$ cat src/sv/premultiplied_alpha_converter_top_defines.svh
// Assertion macros for the premultiplied alpha converter.
`ifndef PREMULTIPLIED_ALPHA_CONVERTER_TOP_DEFINES_SVH
`define PREMULTIPLIED_ALPHA_CONVERTER_TOP_DEFINES_SVH

// Same-cycle implication, disabled while in reset.
`define PAC_ASSERT_IMPL(name, ck, rn, ante, cons) \
    name: assert property (@(posedge ck) disable iff (!rn) (ante) |-> (cons)) \
        else $error("premultiplied alpha converter: same-cycle check failed");

// Next-cycle implication, disabled while in reset.
`define PAC_ASSERT_NEXT(name, ck, rn, ante, cons) \
    name: assert property (@(posedge ck) disable iff (!rn) (ante) |=> (cons)) \
        else $error("premultiplied alpha converter: next-cycle check failed");

`endif

$ cat src/sv/pac_pkg.sv
package pac_pkg;

    localparam int CHANNEL_BITS_DEFAULT = 8;
    localparam int LANES                = 3;   // red, green, blue
    localparam int CFG_INDEX_BITS       = 1;

    localparam logic [CFG_INDEX_BITS-1:0] REG_DIRECTION = 1'b0;
    localparam logic [CFG_INDEX_BITS-1:0] REG_HAS_ALPHA = 1'b1;

    typedef struct packed {
        logic direction;   // 0 forward, 1 reverse
        logic has_alpha;
    } pac_cfg_t;

    // control that travels with each word down the pipeline
    typedef struct packed {
        logic valid;
        logic zero;        // reverse with zero alpha: force black
    } pac_ctl_t;

endpackage

$ cat src/sv/pac_cfg_regs.sv
module pac_cfg_regs (
    input  logic                                 clk,
    input  logic                                 rst_n,
    input  logic                                 cfg_valid,
    output logic                                 cfg_ready,
    input  logic [pac_pkg::CFG_INDEX_BITS-1:0]   cfg_index,
    input  logic                                 cfg_data,
    output pac_pkg::pac_cfg_t                    cfg
);
    import pac_pkg::*;

    pac_cfg_t cfg_reg;
    pac_cfg_t cfg_next;

    assign cfg_ready = 1'b1;
    assign cfg       = cfg_reg;

    always_comb
    begin
        cfg_next = cfg_reg;
        if (cfg_valid)
        begin
            unique case (cfg_index)
                REG_DIRECTION: cfg_next.direction = cfg_data;
                REG_HAS_ALPHA: cfg_next.has_alpha = cfg_data;
                default:       cfg_next = cfg_reg;
            endcase
        end
    end

    always_ff @(posedge clk or negedge rst_n)
    begin
        if (!rst_n)
        begin
            cfg_reg.direction <= 1'b0;
            cfg_reg.has_alpha <= 1'b1;
        end
        else
        begin
            cfg_reg <= cfg_next;
        end
    end

endmodule

$ cat src/sv/pac_front.sv
// Two stages: scale product, then numerator / divisor and overflow check.
module pac_front #(
    parameter int CHANNEL_BITS = pac_pkg::CHANNEL_BITS_DEFAULT
) (
    input  logic                                           clk,
    input  logic                                           rst_n,
    input  logic                                           accept,
    input  pac_pkg::pac_cfg_t                              cfg,
    input  logic [pac_pkg::LANES-1:0][CHANNEL_BITS-1:0]    colour,
    input  logic [CHANNEL_BITS-1:0]                        alpha,
    output pac_pkg::pac_ctl_t                              ctl_out,
    output logic [pac_pkg::LANES-1:0]                      sat_out,
    output logic [CHANNEL_BITS-1:0]                        alpha_out,
    output logic [CHANNEL_BITS:0]                          div_out,
    output logic [pac_pkg::LANES-1:0][2*CHANNEL_BITS:0]    num_out
);
    import pac_pkg::*;

    localparam int PW = 2 * CHANNEL_BITS;
    localparam int NW = 2 * CHANNEL_BITS + 1;
    localparam logic [CHANNEL_BITS-1:0] CMAX = {CHANNEL_BITS{1'b1}};

    // stage 0
    logic                               valid0_reg;
    logic [LANES-1:0][PW-1:0]           prod_reg;
    logic [LANES-1:0][PW-1:0]           prod_next;
    logic [CHANNEL_BITS-1:0]            scale_reg;
    logic [CHANNEL_BITS-1:0]            scale_next;
    logic [CHANNEL_BITS-1:0]            alpha0_reg;
    logic [CHANNEL_BITS-1:0]            alpha0_next;
    logic [CHANNEL_BITS-1:0]            factor;
    logic [CHANNEL_BITS-1:0]            alpha_eff;

    // stage 1
    pac_ctl_t                           ctl_reg;
    pac_ctl_t                           ctl_next;
    logic [LANES-1:0]                   sat_reg;
    logic [LANES-1:0]                   sat_next;
    logic [CHANNEL_BITS-1:0]            alpha1_reg;
    logic [CHANNEL_BITS:0]              div_reg;
    logic [CHANNEL_BITS:0]              div_next;
    logic [LANES-1:0][NW-1:0]           num_reg;
    logic [LANES-1:0][NW-1:0]           num_next;

    // Forward: q = (2ca + M) / 2M, with a = M when there is no alpha channel
    // so colors come back unchanged. Reverse: q = (2cM + a) / 2a.
    // In both cases the added term s is half the divisor.
    always_comb
    begin
        alpha_eff = cfg.has_alpha ? alpha : CMAX;
        if (!cfg.direction)
        begin
            factor      = alpha_eff;
            scale_next  = CMAX;
            alpha0_next = alpha_eff;
        end
        else
        begin
            factor      = CMAX;
            scale_next  = alpha;
            alpha0_next = cfg.has_alpha ? alpha : '0;
        end
        for (int l = 0; l < LANES; l++)
        begin
            prod_next[l] = PW'(colour[l]) * PW'(factor);
        end
    end

    always_comb
    begin
        div_next       = {scale_reg, 1'b0};
        ctl_next.valid = valid0_reg;
        ctl_next.zero  = (scale_reg == '0);
        for (int l = 0; l < LANES; l++)
        begin
            num_next[l] = {prod_reg[l], 1'b0} + NW'(scale_reg);
            // quotient would need more than CHANNEL_BITS bits
            sat_next[l] = (num_next[l] >= {div_next, {CHANNEL_BITS{1'b0}}});
        end
    end

    always_ff @(posedge clk or negedge rst_n)
    begin
        if (!rst_n)
        begin
            valid0_reg <= 1'b0;
            ctl_reg    <= '0;
        end
        else
        begin
            valid0_reg <= accept;
            ctl_reg    <= ctl_next;
        end
    end

    always_ff @(posedge clk)
    begin
        prod_reg   <= prod_next;
        scale_reg  <= scale_next;
        alpha0_reg <= alpha0_next;
        num_reg    <= num_next;
        div_reg    <= div_next;
        sat_reg    <= sat_next;
        alpha1_reg <= alpha0_reg;
    end

    assign ctl_out   = ctl_reg;
    assign sat_out   = sat_reg;
    assign alpha_out = alpha1_reg;
    assign div_out   = div_reg;
    assign num_out   = num_reg;

endmodule

$ cat src/sv/pac_div_stage.sv
// One restoring division step for all color lanes: quotient bit STEP.
module pac_div_stage #(
    parameter int CHANNEL_BITS = pac_pkg::CHANNEL_BITS_DEFAULT,
    parameter int STEP         = 0
) (
    input  logic                                           clk,
    input  logic                                           rst_n,
    input  pac_pkg::pac_ctl_t                              ctl_in,
    input  logic [pac_pkg::LANES-1:0]                      sat_in,
    input  logic [CHANNEL_BITS-1:0]                        alpha_in,
    input  logic [CHANNEL_BITS:0]                          div_in,
    input  logic [pac_pkg::LANES-1:0][2*CHANNEL_BITS:0]    rem_in,
    input  logic [pac_pkg::LANES-1:0][CHANNEL_BITS-1:0]    quo_in,
    output pac_pkg::pac_ctl_t                              ctl_out,
    output logic [pac_pkg::LANES-1:0]                      sat_out,
    output logic [CHANNEL_BITS-1:0]                        alpha_out,
    output logic [CHANNEL_BITS:0]                          div_out,
    output logic [pac_pkg::LANES-1:0][2*CHANNEL_BITS:0]    rem_out,
    output logic [pac_pkg::LANES-1:0][CHANNEL_BITS-1:0]    quo_out
);
    import pac_pkg::*;

    localparam int NW = 2 * CHANNEL_BITS + 1;

    pac_ctl_t                           ctl_reg;
    logic [LANES-1:0]                   sat_reg;
    logic [CHANNEL_BITS-1:0]            alpha_reg;
    logic [CHANNEL_BITS:0]              div_reg;
    logic [LANES-1:0][NW-1:0]           rem_reg;
    logic [LANES-1:0][NW-1:0]           rem_next;
    logic [LANES-1:0][CHANNEL_BITS-1:0] quo_reg;
    logic [LANES-1:0][CHANNEL_BITS-1:0] quo_next;
    logic [NW-1:0]                      trial;
    logic                               take;

    always_comb
    begin
        trial    = NW'(div_in) << STEP;
        take     = 1'b0;
        rem_next = rem_in;
        quo_next = quo_in;
        for (int l = 0; l < LANES; l++)
        begin
            take        = (rem_in[l] >= trial);
            rem_next[l] = take ? (rem_in[l] - trial) : rem_in[l];
            quo_next[l] = {quo_in[l][CHANNEL_BITS-2:0], take};
        end
    end

    always_ff @(posedge clk or negedge rst_n)
    begin
        if (!rst_n)
        begin
            ctl_reg <= '0;
        end
        else
        begin
            ctl_reg <= ctl_in;
        end
    end

    always_ff @(posedge clk)
    begin
        sat_reg   <= sat_in;
        alpha_reg <= alpha_in;
        div_reg   <= div_in;
        rem_reg   <= rem_next;
        quo_reg   <= quo_next;
    end

    assign ctl_out   = ctl_reg;
    assign sat_out   = sat_reg;
    assign alpha_out = alpha_reg;
    assign div_out   = div_reg;
    assign rem_out   = rem_reg;
    assign quo_out   = quo_reg;

endmodule

$ cat src/sv/premultiplied_alpha_converter_top.sv
// Premultiplied alpha converter. Takes one pixel per clock whenever start is
// high (busy is never raised) and returns it converted, marked by a one-cycle
// done strobe. The receiver cannot stall: results must be taken in the cycle
// they appear. The result passes through the restoring divider, one quotient
// bit per pipeline stage, preceded by a multiply stage and a numerator stage
// and followed by the output register. Both directions run through the same
// divider, so every rounding is exact. Write direction / has_alpha only while
// no pixel is in flight.
`include "premultiplied_alpha_converter_top_defines.svh"

module premultiplied_alpha_converter_top #(
    parameter int CHANNEL_BITS = pac_pkg::CHANNEL_BITS_DEFAULT
) (
    input  logic                                 clk,
    input  logic                                 rst_n,
    input  logic                                 start,
    output logic                                 busy,
    input  logic [CHANNEL_BITS-1:0]              in_red,
    input  logic [CHANNEL_BITS-1:0]              in_green,
    input  logic [CHANNEL_BITS-1:0]              in_blue,
    input  logic [CHANNEL_BITS-1:0]              in_alpha,
    output logic                                 done,
    output logic [CHANNEL_BITS-1:0]              out_red,
    output logic [CHANNEL_BITS-1:0]              out_green,
    output logic [CHANNEL_BITS-1:0]              out_blue,
    output logic [CHANNEL_BITS-1:0]              out_alpha,
    input  logic                                 cfg_valid,
    output logic                                 cfg_ready,
    input  logic [pac_pkg::CFG_INDEX_BITS-1:0]   cfg_index,
    input  logic                                 cfg_data
);
    import pac_pkg::*;

    localparam int NW      = 2 * CHANNEL_BITS + 1;
    localparam int LATENCY = CHANNEL_BITS + 3;
    localparam logic [CHANNEL_BITS-1:0] CMAX = {CHANNEL_BITS{1'b1}};

    pac_cfg_t                                cfg;
    logic [LANES-1:0][CHANNEL_BITS-1:0]      colour;

    pac_ctl_t                                ctl_pipe   [CHANNEL_BITS+1];
    logic [LANES-1:0]                        sat_pipe   [CHANNEL_BITS+1];
    logic [CHANNEL_BITS-1:0]                 alpha_pipe [CHANNEL_BITS+1];
    logic [CHANNEL_BITS:0]                   div_pipe   [CHANNEL_BITS+1];
    logic [LANES-1:0][NW-1:0]                rem_pipe   [CHANNEL_BITS+1];
    logic [LANES-1:0][CHANNEL_BITS-1:0]      quo_pipe   [CHANNEL_BITS+1];

    logic                                    done_reg;
    logic [LANES-1:0][CHANNEL_BITS-1:0]      out_colour_reg;
    logic [LANES-1:0][CHANNEL_BITS-1:0]      out_colour_next;
    logic [CHANNEL_BITS-1:0]                 out_alpha_reg;

    // fully pipelined, every cycle takes a word
    assign busy   = 1'b0;
    assign colour = {in_blue, in_green, in_red};

    pac_cfg_regs u_cfg_regs (
        .clk       (clk),
        .rst_n     (rst_n),
        .cfg_valid (cfg_valid),
        .cfg_ready (cfg_ready),
        .cfg_index (cfg_index),
        .cfg_data  (cfg_data),
        .cfg       (cfg)
    );

    pac_front #(
        .CHANNEL_BITS (CHANNEL_BITS)
    ) u_front (
        .clk       (clk),
        .rst_n     (rst_n),
        .accept    (start && !busy),
        .cfg       (cfg),
        .colour    (colour),
        .alpha     (in_alpha),
        .ctl_out   (ctl_pipe[0]),
        .sat_out   (sat_pipe[0]),
        .alpha_out (alpha_pipe[0]),
        .div_out   (div_pipe[0]),
        .num_out   (rem_pipe[0])
    );

    assign quo_pipe[0] = '0;

    for (genvar k = 0; k < CHANNEL_BITS; k++)
    begin : g_div
        pac_div_stage #(
            .CHANNEL_BITS (CHANNEL_BITS),
            .STEP         (CHANNEL_BITS - 1 - k)
        ) u_div_stage (
            .clk       (clk),
            .rst_n     (rst_n),
            .ctl_in    (ctl_pipe[k]),
            .sat_in    (sat_pipe[k]),
            .alpha_in  (alpha_pipe[k]),
            .div_in    (div_pipe[k]),
            .rem_in    (rem_pipe[k]),
            .quo_in    (quo_pipe[k]),
            .ctl_out   (ctl_pipe[k+1]),
            .sat_out   (sat_pipe[k+1]),
            .alpha_out (alpha_pipe[k+1]),
            .div_out   (div_pipe[k+1]),
            .rem_out   (rem_pipe[k+1]),
            .quo_out   (quo_pipe[k+1])
        );
    end

    always_comb
    begin
        for (int l = 0; l < LANES; l++)
        begin
            if (ctl_pipe[CHANNEL_BITS].zero)
            begin
                out_colour_next[l] = '0;
            end
            else if (sat_pipe[CHANNEL_BITS][l])
            begin
                out_colour_next[l] = CMAX;
            end
            else
            begin
                out_colour_next[l] = quo_pipe[CHANNEL_BITS][l];
            end
        end
    end

    always_ff @(posedge clk or negedge rst_n)
    begin
        if (!rst_n)
        begin
            done_reg <= 1'b0;
        end
        else
        begin
            done_reg <= ctl_pipe[CHANNEL_BITS].valid;
        end
    end

    always_ff @(posedge clk)
    begin
        out_colour_reg <= out_colour_next;
        out_alpha_reg  <= alpha_pipe[CHANNEL_BITS];
    end

    assign done      = done_reg;
    assign out_red   = out_colour_reg[0];
    assign out_green = out_colour_reg[1];
    assign out_blue  = out_colour_reg[2];
    assign out_alpha = out_alpha_reg;

    // every result traces back to a word taken earlier
    `PAC_ASSERT_IMPL(a_done_has_source, clk, rst_n, done, $past(start, LATENCY))
    // unless overflowed or forced black, the divider leaves a proper remainder
    `PAC_ASSERT_IMPL(a_div_remainder, clk, rst_n,
        ctl_pipe[CHANNEL_BITS].valid && !ctl_pipe[CHANNEL_BITS].zero,
        (sat_pipe[CHANNEL_BITS][0] || (rem_pipe[CHANNEL_BITS][0] < NW'(div_pipe[CHANNEL_BITS])))
        && (sat_pipe[CHANNEL_BITS][1] || (rem_pipe[CHANNEL_BITS][1] < NW'(div_pipe[CHANNEL_BITS])))
        && (sat_pipe[CHANNEL_BITS][2] || (rem_pipe[CHANNEL_BITS][2] < NW'(div_pipe[CHANNEL_BITS]))))
    // a forced-black word comes out black
    `PAC_ASSERT_NEXT(a_zero_alpha_black, clk, rst_n,
        ctl_pipe[CHANNEL_BITS].valid && ctl_pipe[CHANNEL_BITS].zero,
        done && (out_red == '0) && (out_green == '0) && (out_blue == '0))

endmodule

$ cat config.mk
export PLATFORM = sky130hd
export DESIGN_NAME = premultiplied_alpha_converter_top
export DESIGN_NICKNAME = d
export VERILOG_FILES = /design/src/sv/pac_pkg.sv /design/src/sv/pac_cfg_regs.sv /design/src/sv/pac_front.sv /design/src/sv/pac_div_stage.sv /design/src/sv/premultiplied_alpha_converter_top.sv
export VERILOG_INCLUDE_DIRS = /design/src /design/src/sv
export SDC_FILE = /design/constraint.sdc
export NUM_CORES = 2
export LEC_CHECK = 0
export ABC_AREA = 1
export BUFFER_PORTS_ARGS = -buffer_cell sky130_fd_sc_hd__buf_2
export CAP_MARGIN = 5
export CORE_AREA = 2 2 360 362
export DETAILED_ROUTE_END_ITERATION = 8
export DIE_AREA = 0 0 362 364
export HOLD_SLACK_MARGIN = 0.06
export PLACE_DENSITY = 0.65
export SLEW_MARGIN = 20
export SYNTH_ARGS = -nofsm -noshare
export SYNTH_HDL_FRONTEND = slang
export SYNTH_HIERARCHICAL = 1
export SYNTH_SLANG_ARGS = --single-unit
$ cat constraint.sdc
create_clock -name clk -period 5.8 [get_ports clk]
set_input_delay 0.58 -clock clk [delete_from_list [all_inputs] [get_ports clk]]
set_output_delay 0.58 -clock clk [all_outputs]
set_load 0.02 [all_outputs]
Yosys cells after proc, flatten, opt, wreduce, memory -nomap -nowiden:

Cells that the tools add are included.

* register bits after elaboration: 797
* bits in writable memories: 0
* bits of input ports: 38
* memory bits (read-only): 0
* memories: 0
* word-level logic and storage cells: 191
* bits in latches: 0

* bitwise gates (word level): 1
* multipliers: 3
* mux-type cells: 28
* $add $sub $neg: 24
* equality and inequality tests: 0
* order comparisons: 27
* reductions and logical operators: 3
* div/mod/pow operators: 0
* shift-type cells: 0

Operators with widths (number)
* two-way mux 17 bit: 21
* two-way mux 8 bit: 7
* adder 17 x 8 -> 17 bit: 3
* >= comparator 17 x 10 -> 1 bit: 3
* >= comparator 17 x 11 -> 1 bit: 3
* >= comparator 17 x 12 -> 1 bit: 3
* >= comparator 17 x 13 -> 1 bit: 3
* >= comparator 17 x 14 -> 1 bit: 3
* >= comparator 17 x 15 -> 1 bit: 3
* >= comparator 17 x 16 -> 1 bit: 3
* >= comparator 17 bit: 3
* >= comparator 17 x 9 -> 1 bit: 3
* subtractor 17 x 10 -> 17 bit: 3
* subtractor 17 x 11 -> 17 bit: 3
* subtractor 17 x 12 -> 17 bit: 3
* subtractor 17 x 13 -> 17 bit: 3
* subtractor 17 x 14 -> 17 bit: 3
* subtractor 17 x 15 -> 17 bit: 3
* subtractor 17 x 16 -> 17 bit: 3
* multiplier 8 x 8 -> 16 bit: 3
* logical NOT 8 bit: 1
* AND reduction 2 bit: 2
* NOT 1 bit: 1

Logic depth before layout (Yosys ltp):

* word-level depth: 3
* mapped depth: 22
* depth with buffers taken out: 21

By module:

The synthesis kept the hierarchy.

Modules (own cells, without submodules)
* pac_front: area each 12196.7 um^2, cells each 1623, instances 1
* pac_div_stage (g_div[7].u_div_stage): area each 5103.6 um^2, cells each 678, instances 1
* pac_div_stage (g_div[6].u_div_stage): area each 5064.9 um^2, cells each 704, instances 1
* pac_div_stage (g_div[5].u_div_stage): area each 4956.0 um^2, cells each 704, instances 1
* pac_div_stage (g_div[3].u_div_stage): area each 4672.0 um^2, cells each 632, instances 1
* pac_div_stage (g_div[2].u_div_stage): area each 4638.2 um^2, cells each 620, instances 1
* pac_div_stage (g_div[1].u_div_stage): area each 4569.4 um^2, cells each 624, instances 1
* pac_div_stage (g_div[4].u_div_stage): area each 4535.6 um^2, cells each 620, instances 1
* pac_div_stage (g_div[0].u_div_stage): area each 4155.2 um^2, cells each 550, instances 1
* premultiplied_alpha_converter_top: area each 887.1 um^2, cells each 88, instances 1
* pac_cfg_regs: area each 98.8 um^2, cells each 13, instances 1

Worst setup path before layout:

OpenSTA, ideal clock, no wires.

* path kind: reg2reg
* start: reg u_cfg_regs.cfg_reg, in the netlist u_cfg_regs/cfg[0]
* end: reg u_front/prod_reg[14] (netlist bit)
* stages on the path, launching flop included: 21
* clock period less this slack: 4223 ps
* arrival time: 4106 ps
* path buffers: 1
* slack: 1577 ps
* required time: 5683 ps
* library setup time: 117 ps
* cell sequence: dfstp_2 inv_1 nor2_4 nand2_1 buf_2 nand2_1 inv_1 fa_1 fa_1 fa_1 inv_1 fa_1 inv_1 ha_1 nand2_1 nor2_1 nand2_1 a21boi_0 nor2_1 nand2_1 nand2_1

RTL lines
* start, declared: line pac_cfg_regs.sv:12 `pac_cfg_t cfg_reg;`
* start signal, assigned: line pac_cfg_regs.sv:40 `cfg_reg <= cfg_next;`
* end signal, assigned: line pac_front.sv:98 `prod_reg <= prod_next;`
* end, declared: line pac_front.sv:25 `logic [LANES-1:0][PW-1:0] prod_reg;`

==> flow_metrics.env <==
export IMPL_cts_buffer_depth=3
export IMPL_peakVddDrop_mv=0.2678
export IMPL_hold_path_end="u_front/scale_reg[7]$_SDFF_PN1_"
export IMPL_clk_pin_slew_worst_paths_ns=0.06
export IMPL_worstSetupStartpointType="flip-flop"
export IMPL_finalCriticalPeriod_ns=5.067
export IMPL_worst_ep_required_time_ns=6.35
export IMPL_syn_inst=6323
export IMPL_grt_pass1_wl_mm=179.4
export IMPL_final_common_cell="nand2_1"
export IMPL_largest_reg_flops=357
export IMPL_endpoint_kind="flip-flop"
export IMPL_arrival_ns=5.61
export IMPL_internal_power_mw=16.71
export IMPL_crit_family="adder cells"
export IMPL_path_class="reg2reg"
export IMPL_leakage_nw=28.14
export IMPL_drcViolationCount=0
export IMPL_min_from="in_alpha[7]"
export IMPL_antenna_found_initial=0
export IMPL_rsz0062_at_grt="no"
export IMPL_hold_viol_final=0
export IMPL_power_switching_mw=12.97
export IMPL_worstRegToRegCells=19
export IMPL_initial_core_util_pct=35.86
export IMPL_track_usage_pct=16.68
export IMPL_area_growth_pct=10.56
export IMPL_layout_drive_gt1_share_pct=9.664
export IMPL_crit_path_max_incr_delay_ns=0.61
export IMPL_overflow=0
export IMPL_cts_root_buf="clkbuf_16"
export IMPL_path_cells="inv_1 > nor2_4 > nand2_1 > nand2_1 > inv_1 > fa_1 > fa_1 > fa_1 > inv_1 > fa_1 > inv_1 > ha_1 > nand2_1 > nor2_1 > nand2_1 > a21boi_0 > nor2_1 > nand2_1 > nand2_1"
export IMPL_cts_sinks=801
export IMPL_synth_net_count=6862
export IMPL_cts_max_level=3
export IMPL_drtIter0Drc=1632
export IMPL_hp_class="in2reg"
export IMPL_cellPowerDensity_nw_per_um2=583.5
export IMPL_diodes=0
export IMPL_cts_tree="yes"
export IMPL_fmax_mhz=197.4
export IMPL_setup_viol=0
export IMPL_fp_dieArea_um2=131800
export IMPL_die_w_um=362
export IMPL_hold_path_cell_count=3
export IMPL_cts_resized=0
export IMPL_crit_slowest_cell="nand2_1"
export IMPL_numPortBuffers=70
export IMPL_power_frac_clock_pct=19.4
export IMPL_syn_area_um2=46010
export IMPL_ant_nets=0
export IMPL_drv_slew=0
export IMPL_max_slew_margin_pct=34.71
export IMPL_seqPwrFrac_pct=30.9
export IMPL_post_drt_wl_per_cell_um=13.33
export IMPL_hpwl_mm=89.28
export IMPL_numCtsBuffers=86
export IMPL_fin_tns_setup_ns=0
export IMPL_syn_avg_cell_area_um2=7.277
export IMPL_io_pin_count=73
export IMPL_die_h_um=364
export IMPL_r2r_end="u_front/prod_reg[14]$_DFF_P_"
export IMPL_wirelength_mm=108.5
export IMPL_dr_total_vias=36590
export IMPL_clk_latency_ns=0.67
export IMPL_worst_path_buf_inv=4
export IMPL_clock_skew_final_ns=0.01888
export IMPL_drv_cap=0
export IMPL_p_total_mw=29.69
export IMPL_crit_top_cell="nand2_1"
export IMPL_core_rowCount=132
export IMPL_yosysWarnings=6
export IMPL_gp_congestion=0.9156
export IMPL_worst_pin_slew_ns=0.9770
export IMPL_crit_path_max_fanout=22
export IMPL_fin_crit_sh_pct=87.35
export IMPL_ff2ff_setup_slack_ns=0.73
export IMPL_p_sw_share_pct=43.70
export IMPL_status="completed"
export IMPL_p_comb_share_pct=49.8
export IMPL_firstDrtPassIters=5
export IMPL_final_cell_mix="nand2_1, inv_1, dfxtp_1"
export IMPL_nets=6938
export IMPL_vias_per_cell=4.494
export IMPL_coreArea_um2=128300
export IMPL_regToRegStartpoint="u_cfg_regs/cfg[0]$_DFFE_PN1P_"
export IMPL_grt_pass1_vias=36730
export IMPL_grt_max_degree=25
metal layers:
layer,part of all wire [%],wire [um],GRT usage (%),vias up
met5,0,0,0,-
met3,3.0,3244,2.030,267
li1,-,-,-,19330
met1,42,45330,18.47,16330
met2,50,53790,31.02,662
met4,5.7,6187,8.905,0
final cells by class:
class                           instances  area, um^2
Clock buffer                          111        2386
Clock inverter                         45       656.9
Fill cell                           13180       77450
Inverter                             1229        4617
Multi-Input combinational cell       4201       24540
Sequential cell                       801       16150
Tap cell                             1675        2096
Timing Repair Buffer                   80       430.4
through the flow:
stage | hold WS, ns | instance area, um^2 | instances | util, % | worst slack [ns]
6_report | 0.1292 | 50880 | 8142 | 39.64 | 0.7334
5_1_grt | 0.08892 | 50880 | 8142 | 39.64 | 0.3986
4_1_cts | 0.07738 | 50880 | 8142 | 39.64 | 0.7066
3_5_place_dp | 0.3121 | 47810 | 7984 | 37.26 | 0.7259
3_3_place_gp | 0.3101 | 47810 | 7984 | 37.26 | 0.8351
2_1_floorplan | 0.2844 | 46010 | 6323 | - | 1.577
power by group through the flow:
stage	Sequential (mW)	Clock (mW)	Combinational, mW
after global placement	9.26	0	14.5
after detailed placement	9.28	0	14.7
after floorplan	8.77	0	11.8
after global routing	9.40	6.13	17.1
final	9.16	5.74	14.8
after CTS	9.17	5.90	14.8
worst max path at each step:
stage                             startpoint                            to  slack (ns)  cells past startpoint
2_1_floorplan  u_cfg_regs/cfg[0]$_DFFE_PN1P_  u_front/prod_reg[14]$_DFF_P_        1.58                     20
3_3_place_gp                     in_alpha[2]  u_front/prod_reg[14]$_DFF_P_        0.84                     19
3_5_place_dp   u_cfg_regs/cfg[0]$_DFFE_PN1P_  u_front/prod_reg[14]$_DFF_P_        0.73                     19
4_1_cts        u_cfg_regs/cfg[0]$_DFFE_PN1P_  u_front/prod_reg[14]$_DFF_P_        0.71                     19
5_1_grt        u_cfg_regs/cfg[0]$_DFFE_PN1P_  u_front/prod_reg[14]$_DFF_P_        0.40                     19
6_report       u_cfg_regs/cfg[0]$_DFFE_PN1P_  u_front/prod_reg[14]$_DFF_P_        0.73                     19
worst min-delay path, delay by kind of cell:
kind	cells	cell delay [ns]
buffers and inverters	2	0.12
AND/OR/NAND/NOR	1	0.06
repair_timing:
action | 4_1_cts | 5_1_grt
hold endpoints to repair | 22 | 0
endpoints found under the setup margin | 0 | 0
hold buffers | 2 | 0
buffers inserted | 0 | 0
Power figures use the tool's default switching activity.
